`src/design/msc_pkg.sv`:
```
`default_nettype none

package msc_pkg;

    // Field and datapath widths
    localparam int AXIS_W  = 24;
    localparam int FIELD_W = 32;
    localparam int CC_W    = 16;
    localparam int GAIN_W  = 31;
    localparam int NUM_W   = 48;
    localparam int QUO_W   = 32;
    localparam int SQ_W    = 47;
    localparam int SUM_W   = 48;
    localparam int RAD_W   = 64;
    localparam int ROOT_W  = 32;

    // Pipeline stage counts (one quotient bit / one root bit per stage)
    localparam int DIV_LAT  = QUO_W;
    localparam int SQRT_LAT = ROOT_W;

    // Gain in Q16: slope * cycle_count + offset
    localparam logic [14:0]       GAIN_SLOPE        = 15'd24059;
    localparam logic [GAIN_W-1:0] GAIN_OFFSET       = 31'd98304;
    localparam logic [CC_W-1:0]   CYCLE_COUNT_RESET = 16'd200;
    localparam logic [GAIN_W-1:0] GAIN_RESET        = 31'd4910104;

    // Register indexes
    localparam logic [0:0] REG_CYCLE_COUNT = 1'b0;

    typedef struct packed {
        logic [AXIS_W-1:0] raw_x;
        logic [AXIS_W-1:0] raw_y;
        logic [AXIS_W-1:0] raw_z;
    } sample_t;

    typedef struct packed {
        logic signed [FIELD_W-1:0] field_x;
        logic signed [FIELD_W-1:0] field_y;
        logic signed [FIELD_W-1:0] field_z;
        logic [FIELD_W-1:0]        field_magnitude;
    } result_t;

endpackage

`default_nettype wire

```
`src/design/msc_div.sv`:
```
`default_nettype none

module msc_div (
    input  wire logic                       clk,
    input  wire logic                       en,
    input  wire logic [msc_pkg::NUM_W-1:0]  num,
    input  wire logic [msc_pkg::GAIN_W-1:0] den,
    output logic      [msc_pkg::QUO_W-1:0]  quo,
    output logic                            rem_nz
);
    import msc_pkg::*;

    logic [NUM_W-1:0] rem_reg [DIV_LAT];
    logic [QUO_W-1:0] quo_reg [DIV_LAT];

    // One restoring step per stage, most significant quotient bit first
    for (genvar s = 0; s < DIV_LAT; s++) begin : g_stage
        localparam int B = QUO_W - 1 - s;
        logic [NUM_W-1:0] rem_in;
        logic [QUO_W-1:0] quo_in;
        logic [63:0]      trial;
        logic             fit;

        if (s == 0) begin : g_first
            assign rem_in = num;
            assign quo_in = '0;
        end else begin : g_next
            assign rem_in = rem_reg[s-1];
            assign quo_in = quo_reg[s-1];
        end

        assign trial = {{(64-GAIN_W){1'b0}}, den} << B;
        assign fit   = {{(64-NUM_W){1'b0}}, rem_in} >= trial;

        always_ff @(posedge clk)
        begin
            if (en)
            begin
                rem_reg[s] <= fit ? rem_in - trial[NUM_W-1:0] : rem_in;
                quo_reg[s] <= quo_in | (fit ? (QUO_W'(1) << B) : '0);
            end
        end
    end

    assign quo    = quo_reg[DIV_LAT-1];
    assign rem_nz = |rem_reg[DIV_LAT-1];

endmodule

`default_nettype wire

```
`config.mk`:
```
export PLATFORM = sky130hd
export DESIGN_NAME = msc_div
export DESIGN_NICKNAME = d
export VERILOG_FILES = /design/src/design/msc_pkg.sv /design/src/design/msc_div.sv
export SDC_FILE = /design/constraint.sdc
export NUM_CORES = 2
export LEC_CHECK = 0
export BUFFER_PORTS_ARGS = -buffer_cell sky130_fd_sc_hd__buf_4
export CAP_MARGIN = 25
export CORE_UTILIZATION = 65
export DETAILED_ROUTE_END_ITERATION = 8
export GPL_ROUTABILITY_DRIVEN = 1
export GPL_TIMING_DRIVEN = 0
export MAX_ROUTING_LAYER = met4
export PLACE_DENSITY = 0.91
export SLEW_MARGIN = 20
export SYNTH_ARGS = -nofsm -noshare
export SYNTH_HDL_FRONTEND = slang
export SYNTH_SLANG_ARGS = --single-unit
```
`constraint.sdc`:
```
create_clock -name clk -period 6.7 [get_ports clk]
set_clock_uncertainty 0.15 [all_clocks]
set_input_delay 1.005 -clock clk [delete_from_list [all_inputs] [get_ports clk]]
set_output_delay 1.005 -clock clk [all_outputs]
set_load 0.02 [all_outputs]
```
---- Word level (Yosys, flattened, before mapping) ----
Memories as Yosys holds them, arrays and structs flattened.
Cells that the tools add are included.
cells by class
  add/sub/neg operators ................... 32
  magnitude comparators ................... 32
  multiplexer cells ....................... 66
  reductions and logical operators ........ 1
  bitwise operators ....................... 31
operators by type and width
  kind                                              count
  48-bit two-way mux                                32
  48-bit subtractor                                 15
  48-bit by 62-bit >= comparator with 1-bit output  1
  48-bit by 61-bit >= comparator with 1-bit output  1
  48-bit by 60-bit >= comparator with 1-bit output  1
  48-bit by 59-bit >= comparator with 1-bit output  1
  48-bit by 58-bit >= comparator with 1-bit output  1
  48-bit by 57-bit >= comparator with 1-bit output  1
  48-bit by 56-bit >= comparator with 1-bit output  1
  48-bit by 55-bit >= comparator with 1-bit output  1
  48-bit by 54-bit >= comparator with 1-bit output  1
  48-bit by 53-bit >= comparator with 1-bit output  1
  48-bit by 52-bit >= comparator with 1-bit output  1
  48-bit by 51-bit >= comparator with 1-bit output  1
  48-bit by 50-bit >= comparator with 1-bit output  1
  48-bit by 49-bit >= comparator with 1-bit output  1
  48-bit by 31-bit >= comparator with 1-bit output  1
  48-bit by 32-bit >= comparator with 1-bit output  1
  48-bit by 33-bit >= comparator with 1-bit output  1
  48-bit by 34-bit >= comparator with 1-bit output  1
  48-bit by 35-bit >= comparator with 1-bit output  1
  48-bit by 36-bit >= comparator with 1-bit output  1
  48-bit by 37-bit >= comparator with 1-bit output  1
  48-bit by 38-bit >= comparator with 1-bit output  1
  other kinds (91)                                  93
storage, ports and cells
  word-level logic and storage cells ...... 164
  bits in writable memories ............... 2560
  output and inout bits ................... 33
  register bits ........................... 0
  bits of input ports ..................... 81
  memories ................................ 2
memory list
  memory   depth  bits a word  rd ports  clocked after memory_dff  wr ports  RTL line       text
  rem_reg  32     48           32        0                         32        msc_div.sv:13  logic [NUM_W-1:0] rem_reg [DIV_LAT];
  quo_reg  32     32           32        0                         32        msc_div.sv:14  logic [QUO_W-1:0] quo_reg [DIV_LAT];

---- Depth between registers and ports, before layout ----
An unclocked memory read counts as a cell.
  depth after elaboration ................. 4
  mapped depth ............................ 15
  gate-level depth less buffers ........... 14

---- Worst setup path before layout ----
No wires, ideal clock.
  kind .................................... input -> register
  start ................................... in den[1] (netlist bit)
  end ..................................... mem rem_reg[14][18] (netlist: rem_reg[1][306]), data pin
  buffers on the path ..................... 1
  required time ........................... 6.290 ns
  path slack .............................. 1.556 ns
  cell stages on the path ................. 12
  arrival ................................. 4.734 ns
  library setup time ...................... 0.260 ns
  path through ............................ inv_1 -> ha_1 -> nor2b_1 -> o31ai_1 -> a211oi_1 -> o41ai_1 -> o211a_1 -> a21oi_1 -> o21a_1 -> o22ai_1 -> buf_2 -> mux2_2
RTL lines
  what         RTL line       text
  from (decl)  msc_div.sv:7   input wire logic [msc_pkg::GAIN_W-1:0] den,
  to (decl)    msc_div.sv:13

==> flow_metrics.env <==
export IMPL_swShare_pct=36.8
export IMPL_async_flop_share_pct=0
export IMPL_synth_xor_area_share_pct=6.22
export IMPL_cts_setup_buffers=0
export IMPL_synth_distinct_cells=112
export IMPL_cp_end_kind="register"
export IMPL_synthAdderAreaFrac_pct=9.70
export IMPL_drive_gt1_share_pct=7.91
export IMPL_start_util_pct=65.3
export IMPL_p_sw_w=0.0194
export IMPL_post_cts_resized=0
export IMPL_clk_pin_slew_ns=0.06
export IMPL_ios=114
export IMPL_setup_viol=0
export IMPL_via_per_inst=6.66
export IMPL_synth_compound_area_share_pct=16.2
export IMPL_drtAntennaViolNets=0
export IMPL_maxSlewHeadroom_pct=23.8
export IMPL_clock_sinks=2064
export IMPL_wire_per_inst_um=24.5
export IMPL_fin_crit_sh_pct=89.9
export IMPL_min_path_type="in2reg"
export IMPL_cpMaxStageDelayCell="buf_4"
export IMPL_power_frac_seq_pct=37.6
export IMPL_nFillCells=12600
export IMPL_ff_latch_area_um2=62000
export IMPL_dp_hpwl_um=243000
export IMPL_yosys_area_share_simple_pct=12.4
export IMPL_synth_top_family_by_area="compound AO/OA/AOI/OAI gates"
export IMPL_ys_seq_area_share_pct=51.2
export IMPL_place_inst=13500
export IMPL_maxCapViolations=0
export IMPL_die_width_um=434
export IMPL_cts_hold_buffers=0
export IMPL_rows=158
export IMPL_yosys_warnings=0
export IMPL_cts_tree="yes"
export IMPL_multi_input_area_um2=56600
export IMPL_critPathMaxStageDelay_ns=0.77
export IMPL_ys_seq_elements=2064
export IMPL_io_buffers=113
export IMPL_syn_num_nets=11900
export IMPL_p_clk_share_pct=23.8
export IMPL_crit_chain="buf_4, inv_4, buf_16, ha_1, nor2b_1, o31a_1, o41a_1, a21boi_0, a21boi_0, a32oi_1, nand4b_1, nand3b_1, clkbuf_1, clkbuf_1, o21ai_0"
export IMPL_power_per_cell_area_nw_per_um2=393
export IMPL_crit_type="in2reg"
export IMPL_cts_path_max_buffers=3
export IMPL_largest_register_ffs=1536
export IMPL_synth_edf_count=2064
export IMPL_worst_pin_slew_ns=1.13
export IMPL_clk_latency_ns=0.89
export IMPL_synth_area_leaders="edfxtp_1 (51%), ha_1 (9.2%), a21oi_1 (3.6%), o21ai_0 (3.6%), xnor2_1 (3.6%)"
export IMPL_total_leakage_power_nw=51.1
export IMPL_numCtsBuffers=208
export IMPL_path_max_fanout=28
export IMPL_dieArea_um2=188000
export IMPL_fmaxAchievable_ghz=0.166
export IMPL_syn2layout_area_growth_pct=10.4
export IMPL_grt_max_degree=172
export IMPL_synth_area_um2=121000
export IMPL_syn_inst=10900
export IMPL_grt_overflow_total=0
export IMPL_critPathLaunchType="input port"
export IMPL_wl_um=341000
export IMPL_root_buffer="clkbuf_16"
export IMPL_globalplace_congestion=1.01
export IMPL_grt_pass1_wl_um=514000
export IMPL_yosysTopAreaCell="edfxtp_1"
export IMPL_synthMuxAreaShare_pct=2.32
export IMPL_final_cells=13900
export IMPL_synth_most_common_cell="edfxtp_1"
export IMPL_synth_top_area_share_pct=51.2
export IMPL_finalSetupTns_ns=0
export IMPL_min_period_ns=6.02
export IMPL_ir_worst_vdd_uv=271
export IMPL_drt_iter0_drc=9626
export IMPL_internal_power_w=0.0332
export IMPL_finalHoldViolations=0
export IMPL_nNetsFinal=12300
export IMPL_status="finished clean"
export IMPL_grt_pass1_vias=89400
export IMPL_grt_antenna_before_repair=9
export IMPL_rsz0062_at_grt="false"
export IMPL_dr_pass1_iters=8
export IMPL_cts_htree_levels=4
export IMPL_fp_coreArea_um2=185000
export IMPL_synth_avg_cell_area_um2=11.1
export IMPL_slew_viol_final=0
export IMPL_synth_main_ff_cell="edfxtp_1"
export IMPL_required_ns=7.14
export IMPL_netlist_top_cells_count="edfxtp_1 (2,064), nand2_1 (973), ha_1 (887)"
export IMPL_die_h_um=434
export IMPL_vias=92700
export IMPL_pwr_share_comb_pct=38.5
export IMPL_grt_usage_pct=36.8
export IMPL_worstPathArrival_ns=6.46
export IMPL_drc=0
==> layout by cell type, fill, tap and decap left out, types with 315 or more instances in the layout <==
cell type	instances
edfxtp_1	2064
nand2_1	973
ha_1	887
a21oi_1	877
o21ai_0	871
nor2_1	670
xnor2_1	493
a21o_1	433
xor2_1	366
inv_1	315
==> path summary, 6_finish.rpt <==
kind,endpoint,slack [ns],cells after the start,start
setup / recovery,rem_reg[1][24],0.68,15,den[1]
hold / removal,rem_reg[0][9],0.16,1,num[9]
hold reg to reg,quo_reg[26][24],0.24,0,quo_reg[25][24]
setup reg to reg,rem_reg[2][360],1.70,12,rem_reg[2][298]
==> per-layer routing <==
layer,vias to the layer above,GRT usage [%],wire [um]
met1,44100,41.4,122000
met3,1444,5.88,27300
met4,0,26.2,28700
met5,-,-,0
met2,4856,59.9,163000
li1,42200,-,-
==> power by group through the flow <==
stage	Clock [W]	Sequential (W)	Combinational, W
global route	0.0131	0.0199	0.0221
CTS	0.0126	0.0197	0.0198
detailed placement	0	0.0199	0.0196
floorplan	0	0.0189	0.0146
finish	0.0125	0.0198	0.0203
global placement	0	0.0203	0.0190
==> critical path: cells and delay by family <==
family | cells | cell delay (ns)
AOI/OAI and AO/OA | 6 | 1.88
adders and majority gates | 1 | 0.39
and+or+nand+nor | 3 | 0.53
buffers and inverters | 5 | 2.54
==> layout make-up <==
cell class | instances | area share (%)
buffer | 272 | 0.837
antenna | 5 | 0.00936
inverter | 352 | 1.05
tap | 2480 | 2.32
multi-input combinational | 8202 | 42.4
sequential | 2064 | 46.4
clock buffer | 230 | 3.99
clock inverter | 158 | 1.56
timing repair buffer | 154 | 1.47
==> cells by family (layout without fill, tap and decap cells) <==
group,count (synthesis),count (layout)
AO/OA/AOI/OAI,3128,3128
XOR/XNOR,859,859
adder cells (fa/ha/maj),919,919
buffers and inverters,624,1166
flip-flops,2064,2064
multiplexers,253,253
other,0,5
AND/OR/NAND/NOR,3043,3043
==> per-stage QoR <==
stage / hold WS [ns] / power (W) / worst slack [ns] / utilization [%] / area, um^2
after global routing: 0.128 / 0.0551 / 0.587 / 72.1 / 134000
after CTS: 0.0987 / 0.0522 / 0.977 / 72.1 / 134000
final: 0.157 / 0.0526 / 0.680 / 72.1 / 134000
after detailed placement: 0.255 / 0.0395 / 0.0823 / 68.1 / 126000
after global placement: 0.250 / 0.0393 / -12.83 / 67.5 / 125000
after floorplan: 0.250 / 0.0335 / 1.56 / - / 121000
No activity file was read; power rests on OpenSTA's default activity.
