[config.mk]
export PLATFORM = sky130hd
export DESIGN_NAME = msc_lane
export DESIGN_NICKNAME = d
export VERILOG_FILES = /design/src/design/msc_pkg.sv /design/src/design/msc_div.sv /design/src/design/msc_lane.sv
export SDC_FILE = /design/constraint.sdc
export NUM_CORES = 2
export LEC_CHECK = 0
export BUFFER_PORTS_ARGS = -buffer_cell sky130_fd_sc_hd__buf_4
export CORE_UTILIZATION = 65
export DETAILED_ROUTE_END_ITERATION = 16
export PLACE_DENSITY = 0.82
export SLEW_MARGIN = 20
export SYNTH_ARGS = -nofsm -noshare
export SYNTH_HDL_FRONTEND = slang
export SYNTH_SLANG_ARGS = --single-unit
[constraint.sdc]
create_clock -name clk -period 11.7 [get_ports clk]
set_input_delay 1.17 -clock clk [delete_from_list [all_inputs] [get_ports clk]]
set_output_delay 1.17 -clock clk [all_outputs]
set_load 0.01 [all_outputs]
[src/design/msc_pkg.sv]
`default_nettype none

package msc_pkg;

    // Field and datapath widths
    localparam int AXIS_W  = 24;
    localparam int FIELD_W = 32;
    localparam int CC_W    = 16;
    localparam int GAIN_W  = 31;
    localparam int NUM_W   = 48;
    localparam int QUO_W   = 32;
    localparam int SQ_W    = 47;
    localparam int SUM_W   = 48;
    localparam int RAD_W   = 64;
    localparam int ROOT_W  = 32;

    // Pipeline stage counts (one quotient bit / one root bit per stage)
    localparam int DIV_LAT  = QUO_W;
    localparam int SQRT_LAT = ROOT_W;

    // Gain in Q16: slope * cycle_count + offset
    localparam logic [14:0]       GAIN_SLOPE        = 15'd24059;
    localparam logic [GAIN_W-1:0] GAIN_OFFSET       = 31'd98304;
    localparam logic [CC_W-1:0]   CYCLE_COUNT_RESET = 16'd200;
    localparam logic [GAIN_W-1:0] GAIN_RESET        = 31'd4910104;

    // Register indexes
    localparam logic [0:0] REG_CYCLE_COUNT = 1'b0;

    typedef struct packed {
        logic [AXIS_W-1:0] raw_x;
        logic [AXIS_W-1:0] raw_y;
        logic [AXIS_W-1:0] raw_z;
    } sample_t;

    typedef struct packed {
        logic signed [FIELD_W-1:0] field_x;
        logic signed [FIELD_W-1:0] field_y;
        logic signed [FIELD_W-1:0] field_z;
        logic [FIELD_W-1:0]        field_magnitude;
    } result_t;

endpackage

`default_nettype wire

[src/design/msc_div.sv]
`default_nettype none

module msc_div (
    input  wire logic                       clk,
    input  wire logic                       en,
    input  wire logic [msc_pkg::NUM_W-1:0]  num,
    input  wire logic [msc_pkg::GAIN_W-1:0] den,
    output logic      [msc_pkg::QUO_W-1:0]  quo,
    output logic                            rem_nz
);
    import msc_pkg::*;

    logic [NUM_W-1:0] rem_reg [DIV_LAT];
    logic [QUO_W-1:0] quo_reg [DIV_LAT];

    // One restoring step per stage, most significant quotient bit first
    for (genvar s = 0; s < DIV_LAT; s++) begin : g_stage
        localparam int B = QUO_W - 1 - s;
        logic [NUM_W-1:0] rem_in;
        logic [QUO_W-1:0] quo_in;
        logic [63:0]      trial;
        logic             fit;

        if (s == 0) begin : g_first
            assign rem_in = num;
            assign quo_in = '0;
        end else begin : g_next
            assign rem_in = rem_reg[s-1];
            assign quo_in = quo_reg[s-1];
        end

        assign trial = {{(64-GAIN_W){1'b0}}, den} << B;
        assign fit   = {{(64-NUM_W){1'b0}}, rem_in} >= trial;

        always_ff @(posedge clk)
        begin
            if (en)
            begin
                rem_reg[s] <= fit ? rem_in - trial[NUM_W-1:0] : rem_in;
                quo_reg[s] <= quo_in | (fit ? (QUO_W'(1) << B) : '0);
            end
        end
    end

    assign quo    = quo_reg[DIV_LAT-1];
    assign rem_nz = |rem_reg[DIV_LAT-1];

endmodule

`default_nettype wire

[src/design/msc_lane.sv]
`default_nettype none

module msc_lane (
    input  wire logic                        clk,
    input  wire logic                        en,
    input  wire logic [msc_pkg::AXIS_W-1:0]  raw,
    input  wire logic [msc_pkg::GAIN_W-1:0]  gain,
    output logic      [msc_pkg::SQ_W-1:0]    sq,
    output logic signed [msc_pkg::FIELD_W-1:0] field
);
    import msc_pkg::*;

    logic [AXIS_W-1:0]   mag;
    logic [2*AXIS_W-1:0] prod;
    logic [AXIS_W-1:0]   mag_reg;
    logic                neg_reg;
    logic [SQ_W-1:0]     sq_reg;
    logic                neg_dly_reg [DIV_LAT];
    logic [QUO_W-1:0]    quo;
    logic                rem_nz;
    logic [FIELD_W-1:0]  ceil_q;
    logic [FIELD_W-1:0]  field_reg;

    // Split the count into sign and magnitude, square the magnitude
    assign mag  = raw[AXIS_W-1] ? ~raw + AXIS_W'(1) : raw;
    assign prod = mag * mag;

    always_ff @(posedge clk)
    begin
        if (en)
        begin
            mag_reg <= mag;
            neg_reg <= raw[AXIS_W-1];
            sq_reg  <= prod[SQ_W-1:0];
        end
    end

    msc_div u_div (
        .clk    (clk),
        .en     (en),
        .num    ({mag_reg, {(NUM_W-AXIS_W){1'b0}}}),
        .den    (gain),
        .quo    (quo),
        .rem_nz (rem_nz)
    );

    // Carry the sign alongside the divider
    always_ff @(posedge clk)
    begin
        if (en)
        begin
            neg_dly_reg[0] <= neg_reg;
            for (int i = 1; i < DIV_LAT; i++)
            begin
                neg_dly_reg[i] <= neg_dly_reg[i-1];
            end
        end
    end

    // Negative counts round toward minus infinity: negate the ceiling
    assign ceil_q = quo + FIELD_W'(rem_nz);

    always_ff @(posedge clk)
    begin
        if (en)
        begin
            field_reg <= neg_dly_reg[DIV_LAT-1] ? FIELD_W'(0) - ceil_q : quo;
        end
    end

    assign sq    = sq_reg;
    assign field = signed'(field_reg);

endmodule

`default_nettype wire

# Word level (Yosys, flattened, before mapping)
# Memories as Yosys holds them, arrays and structs flattened.
# Index checks and enable logic that the tools add are counted.
# totals
n_memories,3
register_bits,104
inputBits,57
output_inout_bits,79
word_cells,176
ramBits,2592
# mem_list
memory,words,width,rd,rd_ports_with_merged_regs,wr,line,text
u_div.rem_reg,32,48,32,0,32,msc_div.sv:13,logic [NUM_W-1:0] rem_reg [DIV_LAT];
u_div.quo_reg,32,32,32,0,32,msc_div.sv:14,logic [QUO_W-1:0] quo_reg [DIV_LAT];
neg_dly_reg,32,1,32,0,32,msc_lane.sv:18,logic neg_dly_reg [DIV_LAT];
# op_classes
mux,68
reduce_logical,1
magnitude_cmp,32
add_sub_neg,35
bitwise_logic,32
mul,1
# op_table
op,count
2-to-1 mux 48 bit,32
bitwise OR 32 bit,31
subtractor 48 bit,15
2-to-1 mux 32 bit,2
greater-or-equal comparator 48 x 62 -> 1 bit,1
greater-or-equal comparator 48 x 61 -> 1 bit,1
greater-or-equal comparator 48 x 60 -> 1 bit,1
greater-or-equal comparator 48 x 59 -> 1 bit,1
greater-or-equal comparator 48 x 58 -> 1 bit,1
greater-or-equal comparator 48 x 57 -> 1 bit,1
greater-or-equal comparator 48 x 56 -> 1 bit,1
greater-or-equal comparator 48 x 55 -> 1 bit,1
greater-or-equal comparator 48 x 54 -> 1 bit,1
greater-or-equal comparator 48 x 53 -> 1 bit,1
greater-or-equal comparator 48 x 52 -> 1 bit,1
greater-or-equal comparator 48 x 51 -> 1 bit,1
greater-or-equal comparator 48 x 50 -> 1 bit,1
greater-or-equal comparator 48 x 49 -> 1 bit,1
greater-or-equal comparator 48 x 31 -> 1 bit,1
greater-or-equal comparator 48 x 32 -> 1 bit,1
greater-or-equal comparator 48 x 33 -> 1 bit,1
greater-or-equal comparator 48 x 34 -> 1 bit,1
greater-or-equal comparator 48 x 35 -> 1 bit,1
greater-or-equal comparator 48 x 36 -> 1 bit,1
66 further kinds,69

# Depth between registers and ports, before layout
# An unclocked memory read counts as a cell.
# depth
word_depth,5
depth_mapped,36
mapped_depth_nobuf,33

# Hierarchy
# A second synthesis with hierarchy kept.
# unflattened
cells_unflattened,12955
hier_area_um2,143497.6
# by_module_without_submodules
mod,instances,seq_area_each_um2,area_each_um2,cells_per_inst
msc_div,1,61979.4,121363.9,10694
msc_lane,1,4023.9,22133.7,2261

# Worst setup path after synthesis
# OpenSTA, ideal clock, no wires.
# synth_timing
kind,in2reg
startpoint,input raw[0] (netlist name)
endpoint,register sq_reg[43] (netlist: sq[43]) (data pin)
setup_time_ns,0.259
setup_slack_ns,2.314
n_path_buf,4
required_ns,11.441
t_arrival_ns,9.128
stages,32
path_cell_list,clkbuf_1 inv_1 clkbuf_1 ha_1 nand2_1 o31ai_1 xor2_1 inv_1 clkbuf_1 nand2_1 inv_1 fa_1 fa_1 fa_1 fa_1 inv_1 fa_1 inv_1 fa_1 fa_1 ha_1 clkbuf_1 a21o_1 a21o_1 a21oi_1 a21o_1 a21oi_1 o31ai_1 o21bai_1 a31o_2 a31oi_1 xnor2_1
# synth_between
elab_chain_cells,4
# synth_rtl
item,line,text
start: declaration,msc_lane.sv:6,"input wire logic [msc_pkg::AXIS_W-1:0] raw,"
NOT 24 bit,msc_lane.sv:25,assign mag = raw[AXIS_W-1] ? ~raw + AXIS_W'(1) : raw;
adder 24 x 1 -> 24 bit,msc_lane.sv:25,
2-to-1 mux 24 bit,msc_lane.sv:25,
via mag[12],msc_lane.sv:13,logic [AXIS_W-1:0] mag;
multiplier 24 x 24 -> 47 bit,msc_lane.sv:26,assign prod = mag * mag;
via prod[43],msc_lane.sv:14,logic [2*AXIS_W-1:0] prod;
end signal: assignment,msc_lane.sv:34,sq_reg <= prod[SQ_W-1:0];
end: declaration,msc_lane.sv:17,logic [SQ_W-1:0] sq_reg;
# The timed path passes the listed nets, and every way through them passes these cells.
# A chain may end at the register's enable or synchronous reset.

# Worst setup path in the final report
# layout_timing
startpoint,input raw[10] (netlist name)
endpoint,register sq_reg[43] (netlist: sq[43]) (data pin)
# layout_between
elab_chain_cells,4
# layout_rtl
item,line
NOT 24 bit,msc_lane.sv:25
adder 24 x 1 -> 24 bit,msc_lane.sv:25
2-to-1 mux 24 bit (*),msc_lane.sv:25
multiplier 24 x 24 -> 47 bit (*),msc_lane.sv:26
via prod[43],msc_lane.sv:14
# The timed path passes the listed nets; every way through them passes the cells marked *.

==> flow_metrics.env <==
export IMPL_crit_arrival_ps=10640
export IMPL_cpMaxStageDelayCell="o31ai_1"
export IMPL_worst_slew_pin_slew_ps=1120
export IMPL_r2r_end="field[28]$_DFFE_PP_"
export IMPL_cts_resized_gates=0
export IMPL_hpwl_um=250000
export IMPL_synth_top_area_share_pct=41.2
export IMPL_antenna_found_initial=12
export IMPL_yosysWarnings=0
export IMPL_die_area_um2=196000
export IMPL_path_clk_slew_ps=70
export IMPL_synth_area_um2=126000
export IMPL_die_x_um=442
export IMPL_timing_fmax_mhz=99.3
export IMPL_fin_crit_sh_pct=86.1
export IMPL_r2r_cells=15
export IMPL_ys_top_cells_by_count="edfxtp_1 (1,730), nand2_1 (1,139), ha_1 (1,086), a21oi_1 (929), inv_1 (911)"
export IMPL_viasPerCell=6.42
export IMPL_synthArstFlopShare_pct=0
export IMPL_crit_path_frequent_cell="fa_1"
export IMPL_cp_data_required_time_ps=12270
export IMPL_worstSetupStartpoint="raw[10]"
export IMPL_yosysMostFrequentCell="edfxtp_1"
export IMPL_die_h_um=442
export IMPL_ant_nets=0
export IMPL_syn_avg_cell_area_um2=10.3
export IMPL_yosys_area_top_type="edfxtp_1"
export IMPL_min_path_type="register to register"
export IMPL_slew_viol_final=0
export IMPL_hold_buffers=0
export IMPL_synth_edff_count=1730
export IMPL_fin_nets=14000
export IMPL_clock_latency_ps=870
export IMPL_finalHoldViolations=0
export IMPL_num_fill_cells=13900
export IMPL_io_pins=136
export IMPL_clock_path_buffers=3
export IMPL_min_path_cells=0
export IMPL_start_util_pct=65.5
export IMPL_cts_max_level=4
export IMPL_status="finished, final reports clean"
export IMPL_synthCells=12200
export IMPL_rsz0062_at_grt="no"
export IMPL_num_rows=161
export IMPL_synthToLayoutAreaGrowth_pct=8.40
export IMPL_largest_reg_flops=1068
export IMPL_drt_iter0_drc=9343
export IMPL_clock_skew_ps=65.2
export IMPL_cpPeakStageDelay_ps=710
export IMPL_endpoint="sq[43]$_DFFE_PP_"
export IMPL_finalSetupTns_ps=0
export IMPL_ys_flop_type="edfxtp_1"
export IMPL_grt_pass1_wl_um=529000
export IMPL_cts_tree="yes"
export IMPL_finalSetupViolCount=0
export IMPL_drcViolationCount=0
export IMPL_vias=96800
export IMPL_wl_per_cell_um=22.7
export IMPL_cts_setup_buffers=0
export IMPL_max_slew_margin_rel_pct=23.7
export IMPL_gr_total_overflow=0
export IMPL_wl_um=343000
export IMPL_yosysSeqAreaShare_pct=41.2
export IMPL_core_area_um2=193000
export IMPL_track_usage_pct=34.5
export IMPL_placement_io_buffers=134
export IMPL_gp_congestion=0.965
export IMPL_ys_top_cells_by_area="edfxtp_1 (41%), ha_1 (11%), fa_1 (7.3%)"
export IMPL_r2r_slack_ps=6340
export IMPL_cts_root_buf="clkbuf_16"
export IMPL_numCtsBuffers=185
export IMPL_crit_type="input pin to register"
export IMPL_path_max_fanout=14
export IMPL_drive_above_1_share_pct=7.30
export IMPL_clock_sinks=1730
export IMPL_reg2reg_from="u_div.rem_reg[31][3]$_DFFE_PP_"
export IMPL_worst_setup_path_start_kind="input pin"
export IMPL_grt_max_degree=190
export IMPL_synth_seq_cells=1730
export IMPL_end_kind="register"
export IMPL_synthDistinctLibCells=112
export IMPL_maxCapViolCount=0
export IMPL_fin_crit_ps=10070
export IMPL_first_global_vias=94800
export IMPL_drt_pre_antenna_iters=7
[through the flow]
stage	utilization (%)	setup slack, ps	hold slack [ps]	cell area (um2)	instances
after global placement	67.7	1130	401	130000	14700
after global routing	71.0	1310	393	137000	15100
final	71.0	1630	386	137000	15100
after CTS	71.0	1850	387	137000	15100
after floorplan	-	2310	400	126000	12200
after detailed placement	67.7	958	405	130000	14700
[area by class of cell]
cell class	instances	area [um2]	area share, %
clock buffer	214	4780	3.50
multi-input combinational	9287	69700	51.0
sequential	1730	51900	38.0
antenna	6	15.0	0.0110
timing repair buffer	261	2060	1.51
inverter	927	3480	2.55
clock inverter	126	1540	1.12
tap	2526	3160	2.31
[layer usage]
| metal | global-route usage [%] | part of all wire (%) | vias up |
|---|---|---|---|
| met5 | 0 | 0.014 | - |
| met4 | 16.7 | 5.2 | 6 |
| met3 | 4.95 | 7.4 | 953 |
| met2 | 57.8 | 48 | 4193 |
| met1 | 44.0 | 39 | 46900 |
| li1 | - | - | 44800 |
[how the worst min path moves through the flow]
stage	startpoint	to	slack, ps
global route	u_div.quo_reg[13][28]$_DFFE_PP_	u_div.quo_reg[14][28]$_DFFE_PP_	390
CTS	u_div.quo_reg[11][21]$_DFFE_PP_	u_div.quo_reg[12][21]$_DFFE_PP_	390
floorplan	neg_reg$_DFFE_PP_	neg_dly_reg[0][0]$_DFFE_PP_	400
finish	u_div.quo_reg[13][28]$_DFFE_PP_	u_div.quo_reg[14][28]$_DFFE_PP_	390
global placement	u_div.quo_reg[20][25]$_DFFE_PP_	u_div.quo_reg[21][25]$_DFFE_PP_	400
detailed placement	u_div.quo_reg[11][22]$_DFFE_PP_	u_div.quo_reg[12][22]$_DFFE_PP_	400
[logic make-up after synthesis]
family | synth area share, %
flip-flops | 41.2
AND/OR/NAND/NOR | 12.5
AO/OA/AOI/OAI | 16.0
buffers and inverters | 3.69
other | 0.00596
XOR/XNOR | 6.56
adder cells (fa/ha/maj) | 18.1
multiplexers | 1.86
[cell usage in the layout, fill, tap and decap left out, drive strengths merged, types with 87 or more instances in the layout]
cell    Yosys  routed
edfxtp   1730    1730
nor2      844     844
xor2      430     430
inv       920     923
a211oi     88      88
o21a      147     147
nor4       90      90
a21oi     933     933
nor3      216     216
xnor2     515     515
nand2    1140    1140
nand4     133     133
a21o      487     487
and3       91      91
mux2      181     181
o31ai     108     108
nand3     200     200
nor2b     136     136
o21ai     873     873
clkinv      7      87
fa        462     462
o21bai     90      90
clkbuf    192     214
nand2b    136     136
buf        85     261
ha       1086    1086
[worst max-delay path: cells and delay by family]
| family | cells | cell delay, ps |
|---|---|---|
| xor gates and xnor gates | 2 | 240 |
| and+or+nand+nor | 8 | 2420 |
| buffers and inverters | 6 | 1050 |
| AOI/OAI and AO/OA | 7 | 1920 |
| adders and majority gates | 8 | 3850 |
Power is left out: the tool's default activity adds up to more than one toggle a clock period on the data nets, which glitch-free logic cannot reach.
